### src/hw/rtl/sacc_pkg.sv
`timescale 1ns / 1ps
`default_nettype none

package sacc_pkg;

  // fixed field widths
  localparam int ADDR_W = 32;
  localparam int LAT_W  = 10;
  localparam int COST_W = 11;

  // lower-level write codes
  localparam logic [1:0] LW_NONE  = 2'd0;
  localparam logic [1:0] LW_BLOCK = 2'd1;
  localparam logic [1:0] LW_BYTE  = 2'd2;

  // configuration register indexes
  localparam logic [1:0] CFG_WRITE_BACK     = 2'd0;
  localparam logic [1:0] CFG_WRITE_ALLOCATE = 2'd1;
  localparam logic [1:0] CFG_HIT_LATENCY    = 2'd2;
  localparam logic [1:0] CFG_MISS_LATENCY   = 2'd3;

  // controller to datapath commands
  typedef struct packed {
    logic clear_wr;
    logic capture;
    logic lookup_rd;
    logic compare;
    logic update;
  } dp_cmd_t;

  // datapath to controller status
  typedef struct packed {
    logic clear_last;
  } dp_sts_t;

endpackage

`default_nettype wire

### src/hw/rtl/sacc_ctrl.sv
`timescale 1ns / 1ps
`default_nettype none

module sacc_ctrl (
  input  wire logic              clk,
  input  wire logic              rst_n,
  input  wire logic              start,
  output logic                   busy,
  output sacc_pkg::dp_cmd_t      cmd,
  input  wire sacc_pkg::dp_sts_t sts
);

  import sacc_pkg::*;

  localparam logic [2:0] ST_CLEAR = 3'd0;
  localparam logic [2:0] ST_IDLE  = 3'd1;
  localparam logic [2:0] ST_READ  = 3'd2;
  localparam logic [2:0] ST_CMP   = 3'd3;
  localparam logic [2:0] ST_UPD   = 3'd4;

  logic [2:0] state_r, state_nxt;

  // next state
  always_comb begin
    state_nxt = state_r;
    case (state_r)
      ST_CLEAR: if (sts.clear_last) state_nxt = ST_IDLE;
      ST_IDLE:  if (start) state_nxt = ST_READ;
      ST_READ:  state_nxt = ST_CMP;
      ST_CMP:   state_nxt = ST_UPD;
      ST_UPD:   state_nxt = ST_IDLE;
      default:  state_nxt = ST_CLEAR;
    endcase
  end

  always_ff @(posedge clk) begin
    if (!rst_n) begin
      state_r <= ST_CLEAR;
    end else begin
      state_r <= state_nxt;
    end
  end

  // command decode
  always_comb begin
    cmd.clear_wr  = (state_r == ST_CLEAR);
    cmd.capture   = (state_r == ST_IDLE) && start;
    cmd.lookup_rd = (state_r == ST_READ);
    cmd.compare   = (state_r == ST_CMP);
    cmd.update    = (state_r == ST_UPD);
  end

  assign busy = (state_r != ST_IDLE);

endmodule

`default_nettype wire

### config.mk
export PLATFORM = sky130hd
export DESIGN_NAME = sacc_ctrl
export DESIGN_NICKNAME = d
export VERILOG_FILES = /design/src/hw/rtl/sacc_pkg.sv /design/src/hw/rtl/sacc_ctrl.sv
export SDC_FILE = /design/constraint.sdc
export NUM_CORES = 1
export LEC_CHECK = 0
export BUFFER_PORTS_ARGS = -buffer_cell sky130_fd_sc_hd__clkbuf_2
export CAP_MARGIN = 20
export CORE_AREA = 10 10 47 49
export DETAILED_ROUTE_END_ITERATION = 10
export DIE_AREA = 0 0 57 59
export SETUP_SLACK_MARGIN = 0.15
export SLEW_MARGIN = 20
export SYNTH_ARGS = -nofsm -noshare
export SYNTH_HDL_FRONTEND = slang
export SYNTH_SLANG_ARGS = --single-unit
### constraint.sdc
create_clock -name clk -period 0.9 [get_ports clk]
set_input_delay 0.18 -clock clk [delete_from_list [all_inputs] [get_ports clk]]
set_output_delay 0.18 -clock clk [all_outputs]
set_load 0.005 [all_outputs]
======== Word-level counts from Yosys, hierarchy flattened ========
Index checks and enable logic that the tools add are counted.
storage, ports and cells
  bits in registers ....................... 3
  bits in latches ......................... 0
  bits in writable memories ............... 0
  memory bits (read-only) ................. 0
  bits of input ports ..................... 4
  output and inout port bits .............. 6
  word-level logic and storage cells ...... 14
  memories ................................ 0
operators by class
  $add $sub $neg .......................... 0
  multiply operators ...................... 0
  divide/modulo/power cells ............... 0
  order comparisons ....................... 0
  eq/ne operators ......................... 7
  shifts and indexed selects .............. 0
  mux-type cells .......................... 3
  bitwise operators ....................... 0
  reductions and logical operators ........ 3
operators by type and width
  kind                  number
  $pmux W3 S5           1
  $eq A3 B2 Y1 const B  2
  $mux W3               2
  $eq A3 B1 Y1 const B  1
  $eq A3 B3 Y1 const B  1
  $logic_not A3 Y1      1
  $ne A3 B1 Y1 const B  1
  $ne A2 B1 Y1 const B  1
  $ne A2 B2 Y1 const B  1
  $reduce_and A2 Y1     1
  $logic_and A1 B1 Y1   1

======== Depth between registers and ports, before layout ========
Gate-level depths: netlist of run 1.
  depth after elaboration ................. 3
  gate-level depth with buffers ........... 3
  depth with buffers taken out ............ 3

======== Least setup slack after synthesis of run 1 ========
OpenSTA, ideal clock, no wires.
  kind .................................... reg-to-output
  from .................................... register state_r[2]
  to ...................................... output cmd[1] (netlist name)
  arrival time ............................ 796 ps
  data required time ...................... 720 ps
  slack ................................... -76 ps
  cell stages (with the launch flop) ...... 3
  buffers on the path ..................... 0
  cells stage by stage .................... dfxtp_1 > and2b_1 > and2_2
RTL lines
  what                    RTL line         text
  start, declared         sacc_ctrl.sv:21  logic [2:0] state_r, state_nxt;
  start signal, assigned  sacc_ctrl.sv:40  state_r <= state_nxt;
  end, declared           sacc_ctrl.sv:9   output sacc_pkg::dp_cmd_t cmd,

==> metrics.cfg, run 1 <==
[run_status]
status = finished with violations
failed_checks = negative setup slack

[detailed_routing]
remaining_drc_errors = 0
routed_wl_um = 494
ant_nets = 0
first_pass_iters = 1
wire_per_inst_um = 9.15
vias = 202
dr.first_iter.drc_count = 0
via_per_inst = 3.74

[global_routing]
track_usage = 0.0358
grt_max_degree = 6
grt_pass1_wl_um = 821
first_global_vias = 208
antenna_found_initial = 0
grt.overflow.total = 0

[floorplan]
core-area_mm2 = 0.00140
die_w_um = 57
start_util = 0.123
die_h_um = 59
die-area_mm2 = 0.00336
row_count = 14
ios = 10

[synth]
synthMuxAreaShare = 0.0580
syn_avg_cell_area_um2 = 9.09
synth_cell_type_count = 15
synth-seq-area-share = 0.348
syn_nets = 23
synth-simple-area-share = 0.493
netlist_instances = 19
synth_top_family_by_area = simple AND/OR/NAND/NOR gates
ys_warn_count = 0
synthXorXnorAreaFrac = 0
yosys_register_bits = 3
synth-adder-area-share = 0
netlist_area_um2 = 173
synth_compound_area_frac = 0.101

[worst_setup_path]
path_cells = and2b_2 > and2_4 > clkbuf_2
worst_setup_path_end_kind = output port
critPathMaxStageDelay_ns = 0.33
crit_fanout = 5
crit_type = reg -> out
crit_arrival_ns = 1.04
cp_data_required_time_ns = 0.72
rr_startpoint = state_r[1]$_SDFFE_PN0P_
crit_family = simple AND/OR/NAND/NOR gates
crit_slowest_cell = dfxtp_2
crit_buf_inv = 1
startpoint_type = flip-flop
worstSetupStartpoint = state_r[0]$_SDFFE_PN0P_

[timing]
drv_slew = 0
min_period_ns = 1.22
rsz0062_at_grt = yes
slew-limit-headroom = 0.897
worst_slew_pin_slew_ns = 0.150
setup_viol = 9
fin_ws_ns = -0.321
skew_ns = 0.00213
hold_viol = 0
timing.fmax_mhz = 819
whs_ns = 0.203
fin_crit_sh = 1.36

[cells_and_area]
mostFrequentLayoutCells = clkbuf_2, buf_4, clkbuf_4
nNetsFinal = 43
drive_gt1_frac = 0.737
finalNonFillerCells = 54
largest_reg_flops = 3
top_regs = state_r x3
nFillCells = 163
top_register = state_r
n_antenna_cell = 0
area_growth_pct = 89.9
mostFrequentLayoutCell = clkbuf_2

[cts]
cts_buffers = 3
cts.sinks = 3
cts_tree = built
cts-root-buf = clkbuf_4
cts.path.max_buffers = 2
cts_max_level = 1
path_clk_slew_ns = 0.04
clock_latency_ns = 0.23

[power]
p_clk_frac = 0.452
p_per_area_mw_per_mm2 = 1590
switching_share = 0.247
pwr-share-seq = 0.298
power.internal_mw = 0.393
combPwrFrac = 0.250
peakVddDrop_mv = 0.281
p_leak_nw = 0.160
total_power_mw = 0.521
power.switching_mw = 0.129

[flow_run]
maxCapViolCount = 0

[placement]
dp.cells = 47
post-place-ws_ns = -0.0917
gp_congestion = 0.672
io_buffers = 9

[worst_hold_path]
min_from = rst_n
min_path_type = in -> reg

==> layout make-up <==
type | count | area [µm²] | share of cell area
multi-input cells | 16 | 118 | 0.359
repair buffers | 15 | 97.6 | 0.298
flip-flops and latches | 3 | 66.3 | 0.202
clock buffers | 4 | 26.3 | 0.0802
well taps | 16 | 20.0 | 0.0611
==> per-layer routing <==
layer / global-route usage / share of wire / vias to the layer above
met3: 0.0429 / 0.20 / 0
met4: 0.0403 / 0 / 0
li1: - / - / 105
met2: 0.0450 / 0.50 / 8
met1: 0.0260 / 0.30 / 89
met5: 0 / 0 / -
==> repair_timing <==
item | CTS | global route
setup buffers | 2 | 1
hold buffers | 0 | 0
setup endpoints to repair | 9 | 9
endpoints found under the hold margin | 0 | 0
resized for setup | 1 | 3
pin swaps | 2 | 1
==> cells by family after synthesis <==
| logic type | count (synthesis) |
|---|---|
| AOI/OAI and AO/OA | 3 |
| DFF | 3 |
| muxes | 1 |
| and+or+nand+nor | 12 |
==> worst paths after layout <==
kind,endpoint,slack [ns],cells past startpoint
max,cmd[3],-0.32,3
min,state_r[0]$_SDFFE_PN0P_,0.20,2
max reg2reg,state_r[1]$_SDFFE_PN0P_,-0.22,5
min reg2reg,state_r[1]$_SDFFE_PN0P_,0.52,2
==> Yosys cell counts (all sizes together) <==
cell type,count,area [µm²]
nand2b,1,8.76
mux2i,1,10.0
nor3b,2,20.0
dfxtp,3,60.1
and3,1,7.51
a21oi,1,5.00
o21ai,1,5.00
nor3,1,5.00
and2,3,20.0
a21boi,1,7.51
and2b,2,16.3
nor2,2,7.51
==> power groups by stage <==
stage	Clock [mW]	Sequential, mW	Combinational (mW)
floorplan	0	0.159	0.0577
global placement	0	0.158	0.109
detailed placement	0	0.158	0.110
CTS	0.249	0.156	0.126
global route	0.270	0.158	0.145
finish	0.236	0.155	0.130
==> per-stage QoR <==
stage	TNS (ns)	utilization	area, µm²
2_1_floorplan	-0.00780	-	181
3_3_place_gp	-0.210	0.192	269
3_5_place_dp	-0.227	0.192	269
4_1_cts	-1.99	0.224	314
5_1_grt	-2.50	0.234	328
6_report	-1.96	0.234	328
Note: power is estimated with default switching activity, not from simulation.
==> run 2: changes to the inputs <==
==> constraint.sdc (replaced) <==
create_clock -name clk -period 1.4 [get_ports clk]
set_input_delay 0.28 -clock clk [delete_from_list [all_inputs] [get_ports clk]]
set_output_delay 0.28 -clock clk [all_outputs]
set_load 0.005 [all_outputs]
==> run 2 against run 1 <==
  * Critical path type unchanged
  * Largest power group unchanged
  * Clock power shrank 37%
  * The run now ends clean
  * Largest cell class unchanged
  * Design area grew 8.4%
  * Combinational power shrank 33%
  * Sequential power shrank 35%
  * Register-to-register slack gained 0.59 ns
  * Flip-flop and latch count is the same
  * Non-clock buffer count grew 2
  * Wire length grew 13%
==> metrics.cfg, run 2 (synthesized netlist as in run 1, its figures left out) <==
[run_status]
status = finished, final reports clean

[power]
pwr-share-seq = 0.300  ; +0.002
p_clk_frac = 0.440  ; -0.012
peakVddDrop_mv = 0.228  ; -19%
p_leak_nw = 0.174  ; +8.8%
p_per_area_mw_per_mm2 = 946  ; -41%
power.switching_mw = 0.0826  ; -36%
switching_share = 0.246  ; -0.00133
combPwrFrac = 0.259  ; +0.009
total_power_mw = 0.336  ; -36%
power.internal_mw = 0.254  ; -35%

[detailed_routing]
dr.first_iter.drc_count = 2  ; +2
remaining_drc_errors = 0  ; unchanged
via_per_inst = 3.73  ; -0.23%
ant_nets = 0  ; unchanged
vias = 209  ; +3.5%
wire_per_inst_um = 9.96  ; +8.9%
first_pass_iters = 2  ; +1
routed_wl_um = 558  ; +13%

[worst_hold_path]
whs_path_depth = 2  ; unchanged
min_from = rst_n
min_to = state_r[0]$_SDFFE_PN0P_
min_path_type = in -> reg

[global_routing]
grt_max_degree = 6  ; unchanged
grt_pass1_wl_um = 917  ; +12%
grt.overflow.total = 0  ; unchanged
first_global_vias = 205  ; -1.4%
antenna_found_initial = 0  ; unchanged
track_usage = 0.0389  ; +0.00311

[timing]
hold_viol = 0  ; unchanged
rsz0062_at_grt = yes
fin_crit_sh = 0.951
timing.fmax_mhz = 751
whs_ns = 0.316  ; +0.112 ns
skew_ns = 0.000110  ; -0.00202 ns
slew-limit-headroom = 0.890  ; -0.00676
min_period_ns = 1.33
setup_viol = 0  ; -9
drv_slew = 0  ; unchanged
final.setup.tns_ns = 0  ; +1.96 ns
worst_slew_pin_slew_ns = 0.164  ; +0.0137 ns

[worst_setup_path]
path_cells = and2b_2 > and2_1 > clkbuf_2
crit_slowest_cell = dfxtp_4
worstSetupStartpoint = state_r[0]$_SDFFE_PN0P_
critPathMaxStageDelay_ns = 0.36  ; +0.03 ns
crit_type = reg -> out
rr_startpoint = state_r[0]$_SDFFE_PN0P_
startpoint_type = flip-flop
ff2ff_path_depth = 4  ; -1
cp_data_required_time_ns = 1.12  ; +0.40 ns
crit_fanout = 5  ; unchanged
crit_arrival_ns = 1.05  ; about the same
reg2reg_to = state_r[0]$_SDFFE_PN0P_
worst_setup_path_end_kind = output port
rrSetupSlack_ns = 0.37  ; +0.59 ns

[cts]
cts-root-buf = clkbuf_4
clock_latency_ns = 0.23  ; about the same
cts.sinks = 3  ; unchanged
cts_tree = built
path_clk_slew_ns = 0.04  ; about the same
hold_buffers = 0  ; unchanged
cts_buffers = 3  ; unchanged
cts_max_level = 1  ; unchanged
cts.path.max_buffers = 2  ; unchanged

[floorplan]
die_w_um = 57  ; unchanged
core-area_mm2 = 0.00140  ; unchanged
row_count = 14  ; unchanged
ios = 10  ; unchanged
start_util = 0.123  ; unchanged
die_h_um = 59  ; unchanged
die-area_mm2 = 0.00336  ; unchanged

[cells_and_area]
area_growth_pct = 106
top_regs = state_r x3
nFillCells = 161  ; -1.2%
top_register = state_r
nNetsFinal = 45  ; +4.7%
drive_gt1_frac = 0.775  ; +0.0382
largest_reg_flops = 3  ; unchanged
mostFrequentLayoutCells = buf_4, clkbuf_2, clkbuf_4, dfxtp_4
finalNonFillerCells = 56  ; +3.7%
n_antenna_cell = 0  ; unchanged
mostFrequentLayoutCell = buf_4
final_util = 0.254  ; +0.0196

[placement]
gp_congestion = 0.672  ; about the same
dp.cells = 44  ; -6.4%
io_buffers = 9  ; unchanged
dp_hpwl_um = 364

[flow_run]
maxCapViolCount = 0  ; unchanged

==> run 2: cell types whose count changed in the layout (fill, tap and decap cells not counted), sizes merged <==
cell and change:
clkbuf -2, buf +4
==> run 2: cell type report <==
cell class | instances | area [µm²] | area share
tap | 16 | 20.0 | 0.0563
sequential | 3 | 71.3 | 0.201
timing repair buffer | 17 | 115 | 0.324
clock buffer | 4 | 26.3 | 0.0739
multi-input combinational | 16 | 123 | 0.345
==> run 2: worst max-delay path by stage <==
stage,endpoint
finish,cmd[3]
global route,cmd[3]
CTS,cmd[3]
detailed placement,cmd[3]
global placement,cmd[1]
floorplan,cmd[1]
==> run 2: power groups by stage <==
stage	Combinational, mW	Clock [mW]	Sequential (mW)
after global placement	0.0551	0	0.103
after floorplan	0.0335	0	0.101
final	0.0872	0.148	0.101
after global routing	0.0963	0.173	0.102
after detailed placement	0.0557	0	0.103
after CTS	0.0820	0.158	0.0992
==> run 2: worst max-delay path: cells and delay by family (launching register included) <==
kind                   cells  cell delay (ns)
AND/OR/NAND/NOR            2             0.36
flip-flops                 1             0.36
buffers and inverters      1             0.11
==> run 2: through the flow <==
stage | cell area, µm² | setup WS, ns
after floorplan | 173 | 0.324
after global placement | 238 | 0.180
after detailed placement | 238 | 0.169
after CTS | 334 | 0.0627
after global routing | 355 | 0.00647
final | 355 | 0.0686
==> run 2: what timing repair did <==
| item | 4_1_cts | 5_1_grt |
|---|---|---|
| pin swaps | 4 | 1 |
| setup endpoints to repair | 5 | 6 |
| setup buffers | 7 | 1 |
| resized for setup | 9 | 6 |
==> run 2: routing by layer <==
layer | track usage | vias up | share of wire
met4 | 0.0503 | 0 | 0.014
li1 | - | 107 | -
met1 | 0.0286 | 94 | 0.36
met5 | 0 | - | 0
met3 | 0.0300 | 2 | 0.079
met2 | 0.0574 | 6 | 0.55
